<file path="config.mk">
export PLATFORM = sky130hd
export DESIGN_NAME = form_urlencoded_decoder_flat
export DESIGN_NICKNAME = d
export VERILOG_FILES = /design/src/rtl/fud_pkg.sv /design/src/rtl/fud_if.sv /design/src/rtl/form_urlencoded_decoder.sv /design/src/flat_wrapper.sv
export SDC_FILE = /design/constraint.sdc
export NUM_CORES = 1
export LEC_CHECK = 0
export BUFFER_PORTS_ARGS = -buffer_cell sky130_fd_sc_hd__buf_2
export CAP_MARGIN = 20
export CORE_MARGIN = 3
export CORE_UTILIZATION = 45
export CTS_CLUSTER_SIZE = 8
export DETAILED_ROUTE_END_ITERATION = 8
export PLACE_DENSITY_LB_ADDON = 0.08
export SETUP_SLACK_MARGIN = 0.05
export SYNTH_ARGS = -nofsm -noshare
export SYNTH_HDL_FRONTEND = slang
export SYNTH_SLANG_ARGS = --single-unit
</file>
<file path="constraint.sdc">
create_clock -name clk -period 7.8 [get_ports clk]
set_clock_uncertainty 0.05 [all_clocks]
set_input_delay 0.39 -clock clk [delete_from_list [all_inputs] [get_ports clk]]
set_output_delay 0.39 -clock clk [all_outputs]
set_load 0.01 [all_outputs]
</file>
<file path="src/rtl/fud_pkg.sv">
package fud_pkg;

	// special characters of a form body
	localparam logic [7:0] CH_PERCENT = 8'h25;
	localparam logic [7:0] CH_PLUS    = 8'h2B;
	localparam logic [7:0] CH_EQUALS  = 8'h3D;
	localparam logic [7:0] CH_AMP     = 8'h26;
	localparam logic [7:0] CH_SPACE   = 8'h20;
	localparam logic [3:0] HEX_TEN    = 4'hA;

	// input operation codes
	localparam logic OP_DATA = 1'b0;
	localparam logic OP_END  = 1'b1;

	// one decoded result
	typedef struct packed {
		logic [7:0] out_byte;
		logic       in_value;
		logic       pair_end;
	} out_item_t;

	// hex digit check and value, either case
	typedef struct packed {
		logic       ok;
		logic [3:0] nib;
	} hex_t;

	function automatic hex_t hex_decode(input logic [7:0] b);
		hex_t r;
		logic [7:0] d;
		r.ok  = 1'b0;
		r.nib = 4'h0;
		d     = 8'h00;
		if (b >= 8'h30 && b <= 8'h39) begin
			d     = b - 8'h30;
			r.ok  = 1'b1;
			r.nib = d[3:0];
		end else if (b >= 8'h41 && b <= 8'h46) begin
			d     = b - 8'h41;
			r.ok  = 1'b1;
			r.nib = d[3:0] + HEX_TEN;
		end else if (b >= 8'h61 && b <= 8'h66) begin
			d     = b - 8'h61;
			r.ok  = 1'b1;
			r.nib = d[3:0] + HEX_TEN;
		end
		return r;
	endfunction

endpackage

</file>
<file path="src/rtl/fud_if.sv">
// body byte channel
interface fud_in_if;
	logic       valid;
	logic       ready;
	logic       op;
	logic [7:0] data_byte;

	modport source (output valid, output op, output data_byte, input ready);
	modport sink   (input valid, input op, input data_byte, output ready);
endinterface

// decoded byte channel
interface fud_out_if;
	logic       valid;
	logic       ready;
	logic [7:0] out_byte;
	logic       in_value;
	logic       pair_end;

	modport source (output valid, output out_byte, output in_value, output pair_end,
		input ready);
	modport sink   (input valid, input out_byte, input in_value, input pair_end,
		output ready);
endinterface

</file>
<file path="src/rtl/form_urlencoded_decoder.sv">
// channel | direction | payload                       | transfer when
// body    | in        | op, data_byte                 | valid && ready
// dec     | out       | out_byte, in_value, pair_end  | valid && ready
//
// one body item per cycle while skid is free; a decoded byte is on dec the cycle after its transfer unless dec stalls
// parse state (phase, escape, high nibble) is updated at the body transfer itself
// a two-entry output (register plus skid) lets body keep flowing while dec stalls once
// body.ready drops only while the skid entry is occupied
// arst_n clears the parse state and both output valids; payloads are not reset
module form_urlencoded_decoder (
	input logic     clk,
	input logic     arst_n,
	fud_in_if.sink  body,
	fud_out_if.source dec
);
	import fud_pkg::*;

	// escape phase codes
	localparam logic [1:0] ESC_NONE   = 2'd0;
	localparam logic [1:0] ESC_HI     = 2'd1;
	localparam logic [1:0] ESC_LO     = 2'd2;
	localparam logic [1:0] ESC_UNUSED = 2'd3;

	logic       value_q;
	logic [1:0] esc_q;
	logic [3:0] hi_q;

	logic       value_d;
	logic [1:0] esc_d;
	logic [3:0] hi_d;

	out_item_t  res;
	logic       emit;
	logic       do_plain;
	hex_t       hx;

	out_item_t  dout_q;
	logic       dvalid_q;
	out_item_t  skid_q;
	logic       skid_valid_q;

	logic       accept;
	logic       take;

	assign accept     = body.valid && body.ready;
	assign take       = dvalid_q && dec.ready;
	assign body.ready = !skid_valid_q;

	assign hx = hex_decode(body.data_byte);

	// next state and result for one body item
	always_comb begin
		value_d  = value_q;
		esc_d    = esc_q;
		hi_d     = hi_q;
		emit     = 1'b0;
		do_plain = 1'b0;
		res      = '{out_byte: body.data_byte, in_value: value_q, pair_end: 1'b0};
		if (body.op == OP_END) begin
			value_d = 1'b0;
			esc_d   = ESC_NONE;
			hi_d    = 4'h0;
			emit    = 1'b1;
			res     = '{out_byte: 8'h00, in_value: value_q, pair_end: 1'b1};
		end else begin
			unique case (esc_q)
				ESC_HI: begin
					if (hx.ok) begin
						hi_d  = hx.nib;
						esc_d = ESC_LO;
					end else begin
						esc_d    = ESC_NONE;
						do_plain = 1'b1;
					end
				end
				ESC_LO: begin
					esc_d = ESC_NONE;
					if (hx.ok) begin
						emit         = 1'b1;
						res.out_byte = {hi_q, hx.nib};
					end else begin
						do_plain = 1'b1;
					end
				end
				default: begin
					esc_d    = ESC_NONE;
					do_plain = 1'b1;
				end
			endcase
			// plain byte of the current phase
			if (do_plain) begin
				if (body.data_byte == CH_PERCENT) begin
					esc_d = ESC_HI;
				end else if (body.data_byte == CH_PLUS) begin
					emit         = 1'b1;
					res.out_byte = CH_SPACE;
				end else if (!value_q && body.data_byte == CH_EQUALS) begin
					value_d = 1'b1;
				end else if (value_q && body.data_byte == CH_AMP) begin
					value_d = 1'b0;
					emit    = 1'b1;
					res     = '{out_byte: 8'h00, in_value: 1'b1, pair_end: 1'b1};
				end else begin
					emit = 1'b1;
				end
			end
		end
	end

	// parse state
	always_ff @(posedge clk or negedge arst_n) begin
		if (!arst_n) begin
			value_q <= 1'b0;
			esc_q   <= ESC_NONE;
			hi_q    <= 4'h0;
		end else if (accept) begin
			value_q <= value_d;
			esc_q   <= esc_d;
			hi_q    <= hi_d;
		end
	end

	// output register and skid entry, valids
	always_ff @(posedge clk or negedge arst_n) begin
		if (!arst_n) begin
			dvalid_q     <= 1'b0;
			skid_valid_q <= 1'b0;
		end else if (take) begin
			if (skid_valid_q) begin
				skid_valid_q <= 1'b0;
			end else begin
				dvalid_q <= accept && emit;
			end
		end else if (accept && emit) begin
			if (!dvalid_q) begin
				dvalid_q <= 1'b1;
			end else begin
				skid_valid_q <= 1'b1;
			end
		end
	end

	// output register and skid entry, payloads
	always_ff @(posedge clk) begin
		if (take) begin
			dout_q <= skid_valid_q ? skid_q : res;
		end else if (accept && emit) begin
			if (!dvalid_q) begin
				dout_q <= res;
			end else begin
				skid_q <= res;
			end
		end
	end

	assign dec.valid    = dvalid_q;
	assign dec.out_byte = dout_q.out_byte;
	assign dec.in_value = dout_q.in_value;
	assign dec.pair_end = dout_q.pair_end;

	// the skid entry only holds a result behind a waiting one
	a_skid_behind_out: assert property (@(posedge clk) disable iff (!arst_n)
		skid_valid_q |-> dvalid_q)
		else $error("skid entry occupied with empty output register");

	// the skid entry fills only when the output was stalled
	a_skid_fill: assert property (@(posedge clk) disable iff (!arst_n)
		$rose(skid_valid_q) |-> $past(dvalid_q && !dec.ready))
		else $error("skid entry filled while output was free");

	// the unused escape code never arises
	a_esc_code: assert property (@(posedge clk) disable iff (!arst_n)
		esc_q != ESC_UNUSED)
		else $error("unused escape code held");

	// end of body returns the parser to the name phase with no escape
	a_end_clears: assert property (@(posedge clk) disable iff (!arst_n)
		(accept && body.op == OP_END) |=> (!value_q && esc_q == ESC_NONE))
		else $error("end of body did not clear the parse state");

	// a pair-end result carries no byte
	a_pair_end_zero: assert property (@(posedge clk) disable iff (!arst_n)
		(dec.valid && dec.pair_end) |-> dec.out_byte == 8'h00)
		else $error("pair-end result with a non-zero byte");

endmodule

</file>
<file path="src/flat_wrapper.sv">
// flat-port wrapper written by rule: the top's interface ports become plain ports
module form_urlencoded_decoder_flat import fud_pkg::*;
  (clk, arst_n, body_valid, body_op, body_data_byte, body_ready, dec_valid, dec_out_byte, dec_in_value, dec_pair_end, dec_ready);
  fud_in_if body_i ();
  fud_out_if dec_i ();
  input logic clk;
  input logic arst_n;
  input wire logic [$bits(body_i.valid)-1:0] body_valid;
  input wire logic [$bits(body_i.op)-1:0] body_op;
  input wire logic [$bits(body_i.data_byte)-1:0] body_data_byte;
  output wire logic [$bits(body_i.ready)-1:0] body_ready;
  output wire logic [$bits(dec_i.valid)-1:0] dec_valid;
  output wire logic [$bits(dec_i.out_byte)-1:0] dec_out_byte;
  output wire logic [$bits(dec_i.in_value)-1:0] dec_in_value;
  output wire logic [$bits(dec_i.pair_end)-1:0] dec_pair_end;
  input wire logic [$bits(dec_i.ready)-1:0] dec_ready;
  assign body_i.valid = body_valid;
  assign body_i.op = body_op;
  assign body_i.data_byte = body_data_byte;
  assign body_ready = body_i.ready;
  assign dec_valid = dec_i.valid;
  assign dec_out_byte = dec_i.out_byte;
  assign dec_in_value = dec_i.in_value;
  assign dec_pair_end = dec_i.pair_end;
  assign dec_i.ready = dec_ready;
  form_urlencoded_decoder u_core (.clk(clk), .arst_n(arst_n), .body(body_i), .dec(dec_i));
endmodule
</file>
# Word-level counts from Yosys, hierarchy flattened
# Cells that the tools add are included.
[totals]
reg_bits = 29
in_bits = 13
out_inout_bits = 12
wordCells = 102
[classes]
n_addsub = 5
n_lt_le_gt_ge = 6
n_eq_ne = 10
muxes = 46
bitwise_logic = 1
n_reduce_logical = 23
[ops]
columns = ["cell", "count"]
rows = [
  ["$mux W10", 9],
  ["$eq A8 B6 Y1 const B", 4],
  ["$mux W8", 3],
  ["$mux W1", 22],
  ["$ge A8 B7 Y1 const B", 2],
  ["$le A8 B7 Y1 const B", 2],
  ["$mux W5", 3],
  ["$mux W2", 6],
  ["$mux W4", 3],
  ["$sub A4 B1 Y4 const B", 3],
  ["$reduce_bool A2 Y1", 5],
  ["$add A4 B4 Y4 const B", 2],
  ["$ge A8 B6 Y1 const B", 1],
  ["$le A8 B6 Y1 const B", 1],
  ["$logic_and A1 B1 Y1", 8],
  ["$ne A2 B2 Y1 const B", 4],
  ["$reduce_and A2 Y1", 3],
  ["$reduce_and A3 Y1", 2],
  ["$reduce_and A5 Y1", 1],
  ["$reduce_bool A3 Y1", 1],
  ["$eq A2 B1 Y1 const B", 1],
  ["$eq A2 B2 Y1 const B", 1],
  ["$logic_not A1 Y1", 2],
  ["$reduce_or A2 Y1", 1],
  ["$not A1 Y1", 1],
]

# Logic depth before layout (Yosys ltp)
# Gate-level depths: netlist (run 1).
[logic_depth]
depth_word = 16
mapped_depth = 9
depth_no_buf = 8

# Worst setup path after synthesis (run 1)
# OpenSTA, ideal clock, no wires.
[synth_path]
path_type = "input -> register"
start = "input body_data_byte[1]"
end = "register u_core.skid_q[0] in the netlist's numbering, enable pin"
setup_ps = 407
t_arrival_ps = 2841
required_time_ps = 7343
slack_ps = 4502
cell_stages = 8
n_path_buf = 0
cell_sequence = "inv_1 -> ha_1 -> or4b_4 -> nand3_2 -> o21ai_2 -> o21bai_1 -> a221oi_4 -> nor4b_1"
[synth_between]
elab_chain_cells = 14
word_cells_on_any_way = 28
cone_classes = "6 x order compare; 3 x eq/ne; 13 x mux; 6 x reduce/logical"
[synth_lines]
columns = ["item", "line_no", "source"]
rows = [
  ["start, declared", "flat_wrapper.sv:10", "input wire logic [$bits(body_i.data_byte)-1:0] body_data_byte;"],
  ["$ge A8 B7 Y1 or $le A8 B7 Y1 (tied branches)", "fud_pkg.sv:42", "end else if (b >= 8'h61 && b <= 8'h66) begin"],
  ["$logic_and A1 B1 Y1", "fud_pkg.sv:42", ""],
  ["$mux W5", "fud_pkg.sv:42", ""],
  ["$mux W5", "fud_pkg.sv:38", "end else if (b >= 8'h41 && b <= 8'h46) begin"],
  ["$mux W5", "fud_pkg.sv:34", "if (b >= 8'h30 && b <= 8'h39) begin"],
  ["$mux W1", "form_urlencoded_decoder.sv:78", "if (hx.ok) begin"],
  ["$mux W1", "form_urlencoded_decoder.sv:66", "unique case (esc_q)"],
  ["$mux W1", "form_urlencoded_decoder.sv:97", "end else if (!value_q && body.data_byte == CH_EQUALS) begin"],
  ["$mux W1", "form_urlencoded_decoder.sv:94", "end else if (body.data_byte == CH_PLUS) begin"],
  ["$mux W1", "form_urlencoded_decoder.sv:92", "if (body.data_byte == CH_PERCENT) begin"],
  ["$mux W1 *", "form_urlencoded_decoder.sv:91", "if (do_plain) begin"],
  ["$mux W1 *", "form_urlencoded_decoder.sv:59", "if (body.op == OP_END) begin"],
  ["$logic_and A1 B1 Y1 *", "form_urlencoded_decoder.sv:147", "end else if (accept && emit) begin"],
  ["$reduce_and A3 Y1 (no line) *", "-", ""],
  ["end signal, assigned", "form_urlencoded_decoder.sv:151", "skid_q <= res;"],
  ["end, declared", "form_urlencoded_decoder.sv:39", "out_item_t skid_q;"],
]
# Mark *: on every way between the ends. The rest lies on a longest branch, timed or not. The select of a mux whose other input is x is not followed.
# A chain may end at the register's enable or synchronous reset.

# Worst setup path in the final report (run 1)
[layout_path]
start = "input body_data_byte[1]"
end = "register u_core.skid_q[9] in the netlist's numbering, enable pin"
# The elaborated chain is that of the path after synthesis.

==> out/qor.yml, run 1 <==
htreeDepth: 2
post_cts_buffers: 0
rows: 21
ff2ff_setup_slack_ns: 5.83
worstHoldPathType: "in2reg"
ant_nets: 0
crit_end: "u_core.skid_q[9]$_DFFE_PP_"
fmax_ghz: 0.386
instances_no_fill: 225
grt_max_degree: 12
max_slew.worst_pin.slew_ns: 0.718
start_util: 0.473
p_leak_nw: 0.778
dr.pass1.iters: 4
die_x_um: 65.7
syn_nets: 168
synth.avg_cell_area_um2: 10.8
clk_latency_ns: 0.32
synth_edf_count: 20
cp.arrival_ns: 2.57
cts-root-buf: "clkbuf_4"
synth_area_um2: 1600
min_period_ns: 2.59
hold_viol: 0
area_growth_pct: 14.6
max-clock-path-buffers: 2
ys_seq_area_frac: 0.515
yosysMostFrequentCell: "edfxtp_1"
ir_drop_mv: 0.0958
num_antenna_cells: 0
antenna_found_initial: 0
start_kind: "input port"
async_reset_ff_frac: 0.310
drc: 0
final_core_util: 0.542
ff2ff_path_depth: 6
worstSetupPathType: "in2reg"
wire_per_inst_um: 14.6
slew_viol_final: 0
yosysWarningCount: 0
synthFlopType: "edfxtp_1"
reg2reg_from: "u_core.esc_q[0]$_DFFE_PN0P_"
status: "finished, final reports clean"
finalNetCount: 197
postPlaceCellArea_um2: 1770
maxSlewHeadroom: 0.520
port_buffers: 24
power_per_cell_area_nw_per_um2: 221
fp.dieArea_um2: 4310
maxCapViolCount: 0
viasPerCell: 5.37
cts_made_buffers: 5
cp.required_ns: 7.78
globalRouteTotalUtil: 0.172
synth_top_area_share: 0.375
setup-tns-final_ns: 0
post-synth-top-area-cell: "edfxtp_1"
synth_commonest_cells: "edfxtp_1 (20), nand2_1 (17), nor2_1 (14)"
startpoint: "body_data_byte[1]"
r2r-end: "u_core.skid_q[9]$_DFFE_PP_"
drive_above_1_share: 0.251
cts_tree: "yes"
ys_types: 44
cts.repair.resized: 0
core_region_area_um2: 3390
final_area_um2: 1840
crit_path_end_kind: "flip-flop"
fin_crit_sh: 0.332
vias: 1208
whs_ns: 0.294
drt-total-wl_um: 3280
first_global_vias: 1188
place_inst: 215
drtIter0Drc: 74
clk_pin_slew_ns: 0.09
critPathMaxFanout: 8
synth-seq-cells: 29
setup_viol: 0
io_pins: 25
cts.sinks: 29
synth.area.top_cells: "edfxtp_1 (37%), dfrtp_1 (14%), ha_1 (4.7%), o21ai_0 (4.1%), nand2_1 (4.0%)"
cts_hold_buf: 1
dieHeight_um: 65.7
rsz0062_at_grt: "false"
grt_overflow: 0
place_congestion: 0.819
hpwl_um: 2580
netlist_instances: 149
grt_pass1_wl_um: 5560
[logic make-up after synthesis]
group / synth area share
XOR/XNOR: 0.0273
AO/OA/AOI/OAI: 0.167
multiplexers: 0.0320
buffers and inverters: 0.0328
flip-flops: 0.515
adder cells (fa/ha/maj): 0.0468
AND/OR/NAND/NOR: 0.179
[cells in the final DEF (no fill, tap or decap), types with 2 or more instances in the layout]
cell type  instances
a31oi_1            2
and3_2             2
buf_2             24
clkbuf_4           6
clkinv_2           2
dfrtp_1            9
edfxtp_1          20
ha_1               6
inv_1              7
mux2i_1            4
nand2_1           17
nand2b_1           2
nand3_1            4
nand3b_1           2
nand4_1            2
nor2_1            14
nor2b_1            2
nor3_1             2
o21ai_0           13
o21ai_1            3
o21ai_2            2
o21bai_1           3
o2bb2ai_1          4
xnor2_1            2
xor2_1             3
[worst min-delay path by stage]
stage | end | startpoint | slack, ns | cells after the start
2_1_floorplan | u_core.dec.valid$_DFFE_PN0P_ | arst_n | 0.04 | 0
4_1_cts | u_core.skid_valid_q$_DFFE_PN0P_ | body_valid | 0.29 | 3
6_report | u_core.skid_valid_q$_DFFE_PN0P_ | body_valid | 0.29 | 3
5_1_grt | u_core.skid_valid_q$_DFFE_PN0P_ | body_valid | 0.30 | 3
3_5_place_dp | u_core.hi_q[1]$_DFFE_PN0P_ | arst_n | 0.20 | 1
3_3_place_gp | u_core.hi_q[2]$_DFFE_PN0P_ | arst_n | 0.19 | 1
[worst max-delay path: stages]
cell	delay, ns
buf_2	0.13
inv_1	0.09
ha_1	0.22
or4b_4	0.50
nand3_2	0.10
o21ai_2	0.09
o21bai_1	0.25
a221oi_4	0.12
nor4b_2	0.39
clkbuf_4	0.29
[power breakdown]
group / switching, mW / internal (mW) / leakage (nW)
clock network: 0.0511 / 0.0343 / 0.0320
registers: 0.0111 / 0.203 / 0.313
logic: 0.0670 / 0.0403 / 0.433
total: 0.129 / 0.277 / 0.778
[sequential cells by signal, indices dropped and copies added, names as in the netlist]
signal               flops
u_core.skid_q           10
u_core.dec.valid         1
u_core.dec.in_value      1
u_core.hi_q              4
u_core.skid_valid_q      1
u_core.dec.out_byte      8
u_core.dec.pair_end      1
u_core.esc_q             2
u_core.value_q           1
[layer usage]
layer	share of wire	track usage
met1	0.44	0.196
met2	0.50	0.305
met3	0.040	0.0462
met4	0.016	0.0622
met5	0	0
[layout make-up]
cell class | count | area [µm²]
Tap cell | 46 | 57.6
Inverter | 7 | 26.3
Multi-Input combinational cell | 108 | 731
Fill cell | 291 | 1550
Sequential cell | 29 | 826
Clock buffer | 6 | 41.3
Timing Repair Buffer | 27 | 145
Clock inverter | 2 | 10.0
[stage by stage]
stage / setup WS (ns) / power (mW)
6_report: 5.21 / 0.406
5_1_grt: 5.11 / 0.435
2_1_floorplan: 4.50 / 0.280
3_5_place_dp: 4.49 / 0.326
3_3_place_gp: 4.62 / 0.322
4_1_cts: 4.84 / 0.412
Note: power is estimated with default switching activity, not from simulation.
==> run 2, diff against run 1 <==
--- a/config.mk
+++ b/config.mk
@@ -5,6 +5,7 @@
 export SDC_FILE = /design/constraint.sdc
 export NUM_CORES = 1
 export LEC_CHECK = 0
+export ABC_AREA = 1
 export BUFFER_PORTS_ARGS = -buffer_cell sky130_fd_sc_hd__buf_2
 export CAP_MARGIN = 20
 export CORE_MARGIN = 3
==> constraint.sdc (replaced) <==
create_clock -name clk -period 2.2 [get_ports clk]
set_clock_uncertainty 0.05 [all_clocks]
set_input_delay 0.11 -clock clk [delete_from_list [all_inputs] [get_ports clk]]
set_output_delay 0.11 -clock clk [all_outputs]
set_load 0.01 [all_outputs]
==> out/qor.yml, run 2 <==
slew_viol_final: 0
rsz0062_at_grt: "false"
seqPwrFrac: 0.466
drc: 0
syn_nets: 249
async_reset_ff_frac: 0.310
ys_types: 28
start_util: 0.487
core_region_area_um2: 3800
wire_per_inst_um: 12.3
layout_commonest_cell: "nand2_1"
crit_path_end_kind: "flip-flop"
min_period_ns: 1.84
synthFlopType: "edfxtp_1"
io_pins: 25
viasPerCell: 5.06
power_frac_clock: 0.253
grt_overflow: 0
cts_made_buffers: 5
setup_viol: 0
cp.required_ns: 2.12
power.switching_mw: 0.518
yosysWarningCount: 0
hold_viol: 0
cpPeakStageDelay_ns: 0.21
globalRouteTotalUtil: 0.171
place_inst: 300
synth_area_um2: 1850
critPathMaxFanout: 10
dieHeight_um: 70.1
p_comb_frac: 0.281
fin_crit_sh: 0.838
synth_edf_count: 20
drive_above_1_share: 0.238
port_buffers: 24
post-synth-top-area-cell: "edfxtp_1"
vias: 1564
p_leak_nw: 1.05
max-clock-path-buffers: 2
switching_share: 0.318
yosysMostFrequentCell: "nand2_1"
num_antenna_cells: 0
instances_no_fill: 309
ant_nets: 0
path_cells: "buf_2 > inv_1 > ha_1 > inv_1 > nand2_1 > nor2_1 > nor2_1 > nand2_2 > nand2_4 > inv_4 > nand2_4 > nand2_1 > nand3_1 > nand3_1 > nand3_1 > clkinvlp_4"
drt-total-wl_um: 3810
grt_pass1_wl_um: 6710
cp.arrival_ns: 1.76
clk_latency_ns: 0.27
clk_pin_slew_ns: 0.06
synth_top_area_share: 0.325
ir_drop_mv: 0.309
antenna_found_initial: 0
cts.sinks: 29
status: "finished, final reports clean"
finalNetCount: 279
post_cts_buffers: 0
final_cell_mix: "nand2_1 (56), inv_1 (34), nand3_1 (30), buf_2 (24), edfxtp_1 (20)"
place_congestion: 0.925
dr.pass1.iters: 5
synth-seq-cells: 29
fmax_ghz: 0.543
cts_tree: "yes"
first_global_vias: 1476
drtIter0Drc: 82
grt_max_degree: 16
htreeDepth: 2
ys_seq_area_frac: 0.446
rows: 22
maxCapViolCount: 0
max_slew.worst_pin.slew_ns: 0.448
netlist_instances: 230
fp.dieArea_um2: 4920
area_growth_pct: 14.6
start_kind: "input port"
p_int_mw: 1.11
critPathMostFrequentCell: "nand3_1"
regMostFlops: "u_core.skid_q"
synth.avg_cell_area_um2: 8.05
die_x_um: 70.1
worstHoldPathType: "in2reg"
hpwl_um: 3080
power_per_cell_area_nw_per_um2: 768
worstSetupPathType: "in2reg"
cp_slowest_cell: "clkinvlp_4"
cts-root-buf: "clkbuf_8"
synth.area.top_cells: "edfxtp_1 (32%), dfrtp_1 (12%), nand2_1 (11%), nand3_1 (8.1%), inv_1 (7.1%)"
synth_commonest_cells: "nand2_1 (56), inv_1 (35), nand3_1 (30)"
setup-tns-final_ns: 0
largest_reg_flops: 10
maxSlewHeadroom: 0.701
==> run 2: worst paths after layout <==
kind,start,endpoint,slack (ns),depth (start not counted)
setup / recovery,body_data_byte[1],u_core.skid_q[6]$_DFFE_PP_,0.36,16
hold / removal,dec_ready,u_core.dec.valid$_DFFE_PN0P_,0.07,4
setup reg to reg,u_core.esc_q[0]$_DFFE_PN0P_,u_core.skid_q[6]$_DFFE_PP_,0.45,8
hold reg to reg,u_core.skid_valid_q$_DFFE_PN0P_,u_core.skid_valid_q$_DFFE_PN0P_,0.45,2
max in group asynchronous,arst_n,u_core.hi_q[2]$_DFFE_PN0P_,1.74,2
min in group asynchronous,arst_n,u_core.dec.valid$_DFFE_PN0P_,0.17,2
==> run 2: worst max-delay path: cells and delay by family <==
family                   cells  cell delay, ns
AND/OR/NAND/NOR             10            0.86
buffers and inverters        5            0.60
adder cells (fa/ha/maj)      1            0.19
==> run 2: kinds of logic after synthesis <==
kind of cell / share of synthesized area
fa+ha+maj: 0.0406
simple gates: 0.326
flops: 0.446
compound gates: 0.0805
buf+inv: 0.107
==> run 2: area by class of cell <==
class / count / area, µm²
Tap cell: 48 / 60.1
Clock inverter: 2 / 10.0
Fill cell: 383 / 1680
Timing Repair Buffer: 29 / 173
Clock buffer: 6 / 72.6
Multi-Input combinational cell: 156 / 827
Sequential cell: 29 / 826
Inverter: 39 / 153
==> run 2: stage by stage <==
step / hold WS (ns) / instance area (µm²) / utilization / total power [mW] / worst slack [ns]
after floorplan: -0.236 / 1850 / - / 1.05 / 0.354
after global placement: -0.0644 / 2020 / 0.533 / 1.22 / 0.0867
after detailed placement: -0.0663 / 2020 / 0.533 / 1.23 / -0.0146
after CTS: 0.0608 / 2120 / 0.557 / 1.65 / 0.276
after global routing: 0.0955 / 2120 / 0.558 / 1.74 / 0.100
final: 0.0663 / 2120 / 0.558 / 1.63 / 0.357
==> run 2: what timing repair did <==
item,4_1_cts,5_1_grt
gates resized for setup,0,1
endpoints found under the setup margin,0,10
endpoints found under the hold margin,9,0
hold buffers,1,0
==> run 2: power by group through the flow <==
stage,combinational (mW),sequential (mW),clock (mW)
finish,0.458,0.759,0.412
global route,0.514,0.770,0.454
CTS,0.462,0.761,0.426
detailed placement,0.460,0.771,0
global placement,0.453,0.765,0
floorplan,0.240,0.808,0
==> run 2: per-layer routing <==
| metal | up-vias | share of wire | routed length (µm) | global-route usage |
|---|---|---|---|---|
| met5 | - | 0 | 0 | 0 |
| met4 | 0 | 0.016 | 62 | 0.0638 |
| met3 | 6 | 0.042 | 159 | 0.0331 |
| met2 | 40 | 0.48 | 1840 | 0.290 |
| met1 | 719 | 0.46 | 1750 | 0.214 |
| li1 | 799 | - | - | - |
==> run 3, diff against run 2 <==
==> constraint.sdc (replaced) <==
create_clock -name clk -period 1.86 [get_ports clk]
set_clock_uncertainty 0.05 [all_clocks]
set_input_delay 0.093 -clock clk [delete_from_list [all_inputs] [get_ports clk]]
set_output_delay 0.093 -clock clk [all_outputs]
set_load 0.01 [all_outputs]
==> out/qor.yml, run 3 (synthesized netlist as in run 2, its figures left out) <==
postPlaceCellArea_um2: 2120
hpwl_um: 3150
start_util: 0.487
slew_viol_final: 0
cts-root-buf: "clkbuf_8"
setup_viol: 0
clk_latency_ns: 0.27
grt_pass1_wl_um: 6510
port_buffers: 24
fp.dieArea_um2: 4920
clk_pin_slew_ns: 0.06
critPathMaxFanout: 10
crit_family: "simple AND/OR/NAND/NOR gates"
rows: 22
path_cells: "inv_1 > ha_1 > inv_1 > nand2_1 > nand3_1 > nand3_1 > nand3_1 > inv_4"
maxSlewHeadroom: 0.708
area_growth_pct: 20.7
drive_above_1_share: 0.277
cts_tree: "yes"
fin_crit_sh: 0.891
p_leak_nw: 1.12
power.switching_mw: 0.607
io_pins: 25
cp_slowest_cell: "dfrtp_1"
power_frac_clock: 0.265
drc: 0
crit_buf_inv: 3
final_cell_mix: "nand2_1 (55), inv_1 (34), nand3_1 (30), buf_2 (24), edfxtp_1 (20)"
vias: 1556
ant_nets: 0
cpPeakStageDelay_ns: 0.35
maxCapViolCount: 0
largest_reg_flops: 10
place_congestion: 0.920
cts.sinks: 29
dr.pass1.iters: 4
drtIter0Drc: 54
num_antenna_cells: 0
viasPerCell: 4.83
fmax_ghz: 0.603
post_cts_buffers: 0
power_per_cell_area_nw_per_um2: 872
hold_viol: 0
htreeDepth: 2
cts_made_buffers: 5
final_area_um2: 2230
critPathMostFrequentCell: "nand3_1"
status: "finished, final reports clean"
wire_per_inst_um: 11.8
reg2reg_from: "u_core.esc_q[0]$_DFFE_PN0P_"
min_period_ns: 1.66
first_global_vias: 1467
ir_drop_mv: 0.347
p_int_mw: 1.34
switching_share: 0.312
start_kind: "flip-flop"
startpoint: "u_core.esc_q[0]$_DFFE_PN0P_"
worstSetupPathType: "reg2reg"
max-clock-path-buffers: 2
globalRouteTotalUtil: 0.163
p_comb_frac: 0.274
die_x_um: 70.1
worstHoldPathType: "in2reg"
setup-tns-final_ns: 0
core_region_area_um2: 3800
antenna_found_initial: 0
grt_max_degree: 16
rsz0062_at_grt: "false"
cp.required_ns: 1.78
crit_path_end_kind: "flip-flop"
finalNetCount: 292
max_slew.worst_pin.slew_ns: 0.438
drt-total-wl_um: 3800
cp.arrival_ns: 1.58
layout_commonest_cell: "nand2_1"
grt_overflow: 0
seqPwrFrac: 0.461
min-delay-start: "dec_ready"
dieHeight_um: 70.1
regMostFlops: "u_core.skid_q"
==> run 3: layout make-up <==
class,count,area (µm²)
clock buffers,6,82.6
inverters,39,151
multi-input cells,156,835
clock inverters,2,8.76
repair buffers,42,270
flip-flops and latches,29,826
fillers,367,1570
well taps,48,60.1
==> run 3: metrics by stage <==
stage	std cells	utilization	hold slack (ns)	setup WS, ns	power (mW)
6_report	322	0.588	0.0492	0.203	1.95
5_1_grt	322	0.588	0.0770	0.0646	2.07
4_1_cts	322	0.586	0.0442	0.167	1.97
3_5_place_dp	313	0.559	-0.0838	-0.110	1.44
3_3_place_gp	313	0.559	-0.0830	-0.0206	1.43
2_1_floorplan	230	-	-0.253	0.119	1.24
==> run 3: tightest hold or removal path, stage by stage <==
cell and delay (ns):
buf_2 0.10, nand2_1 0.05, nand2_1 0.05, nand2_1 0.05
==> run 3: power groups by stage <==
stage | logic, mW | registers, mW | clock network (mW)
CTS | 0.532 | 0.900 | 0.534
global route | 0.599 | 0.908 | 0.566
finish | 0.533 | 0.897 | 0.517
detailed placement | 0.531 | 0.911 | 0
floorplan | 0.288 | 0.955 | 0
global placement | 0.522 | 0.905 | 0
==> run 3: what timing repair did <==
item                       CTS  global route
gates resized for setup      0             2
hold buffers                 1             0
hold endpoints to repair     9             0
setup endpoints to repair    0            20
==> run 3: path summary, 6_finish.rpt <==
| kind | slack, ns | depth (start not counted) | to |
|---|---|---|---|
| min in group asynchronous | 0.15 | 2 | u_core.skid_valid_q$_DFFE_PN0P_ |
| max in group asynchronous | 1.41 | 2 | u_core.hi_q[2]$_DFFE_PN0P_ |
| min | 0.05 | 4 | u_core.dec.valid$_DFFE_PN0P_ |
| min reg2reg | 0.44 | 2 | u_core.skid_valid_q$_DFFE_PN0P_ |
| max reg2reg | 0.20 | 8 | u_core.skid_q[9]$_DFFE_PP_ |
| max | 0.20 | 8 | u_core.skid_q[9]$_DFFE_PP_ |
==> run 3: layer usage <==
layer	GRT usage	wire (µm)	vias to the layer above
li1	-	-	824
met1	0.203	1730	682
met2	0.280	1820	42
met3	0.0317	184	8
met4	0.0574	65	0
met5	0	0	-
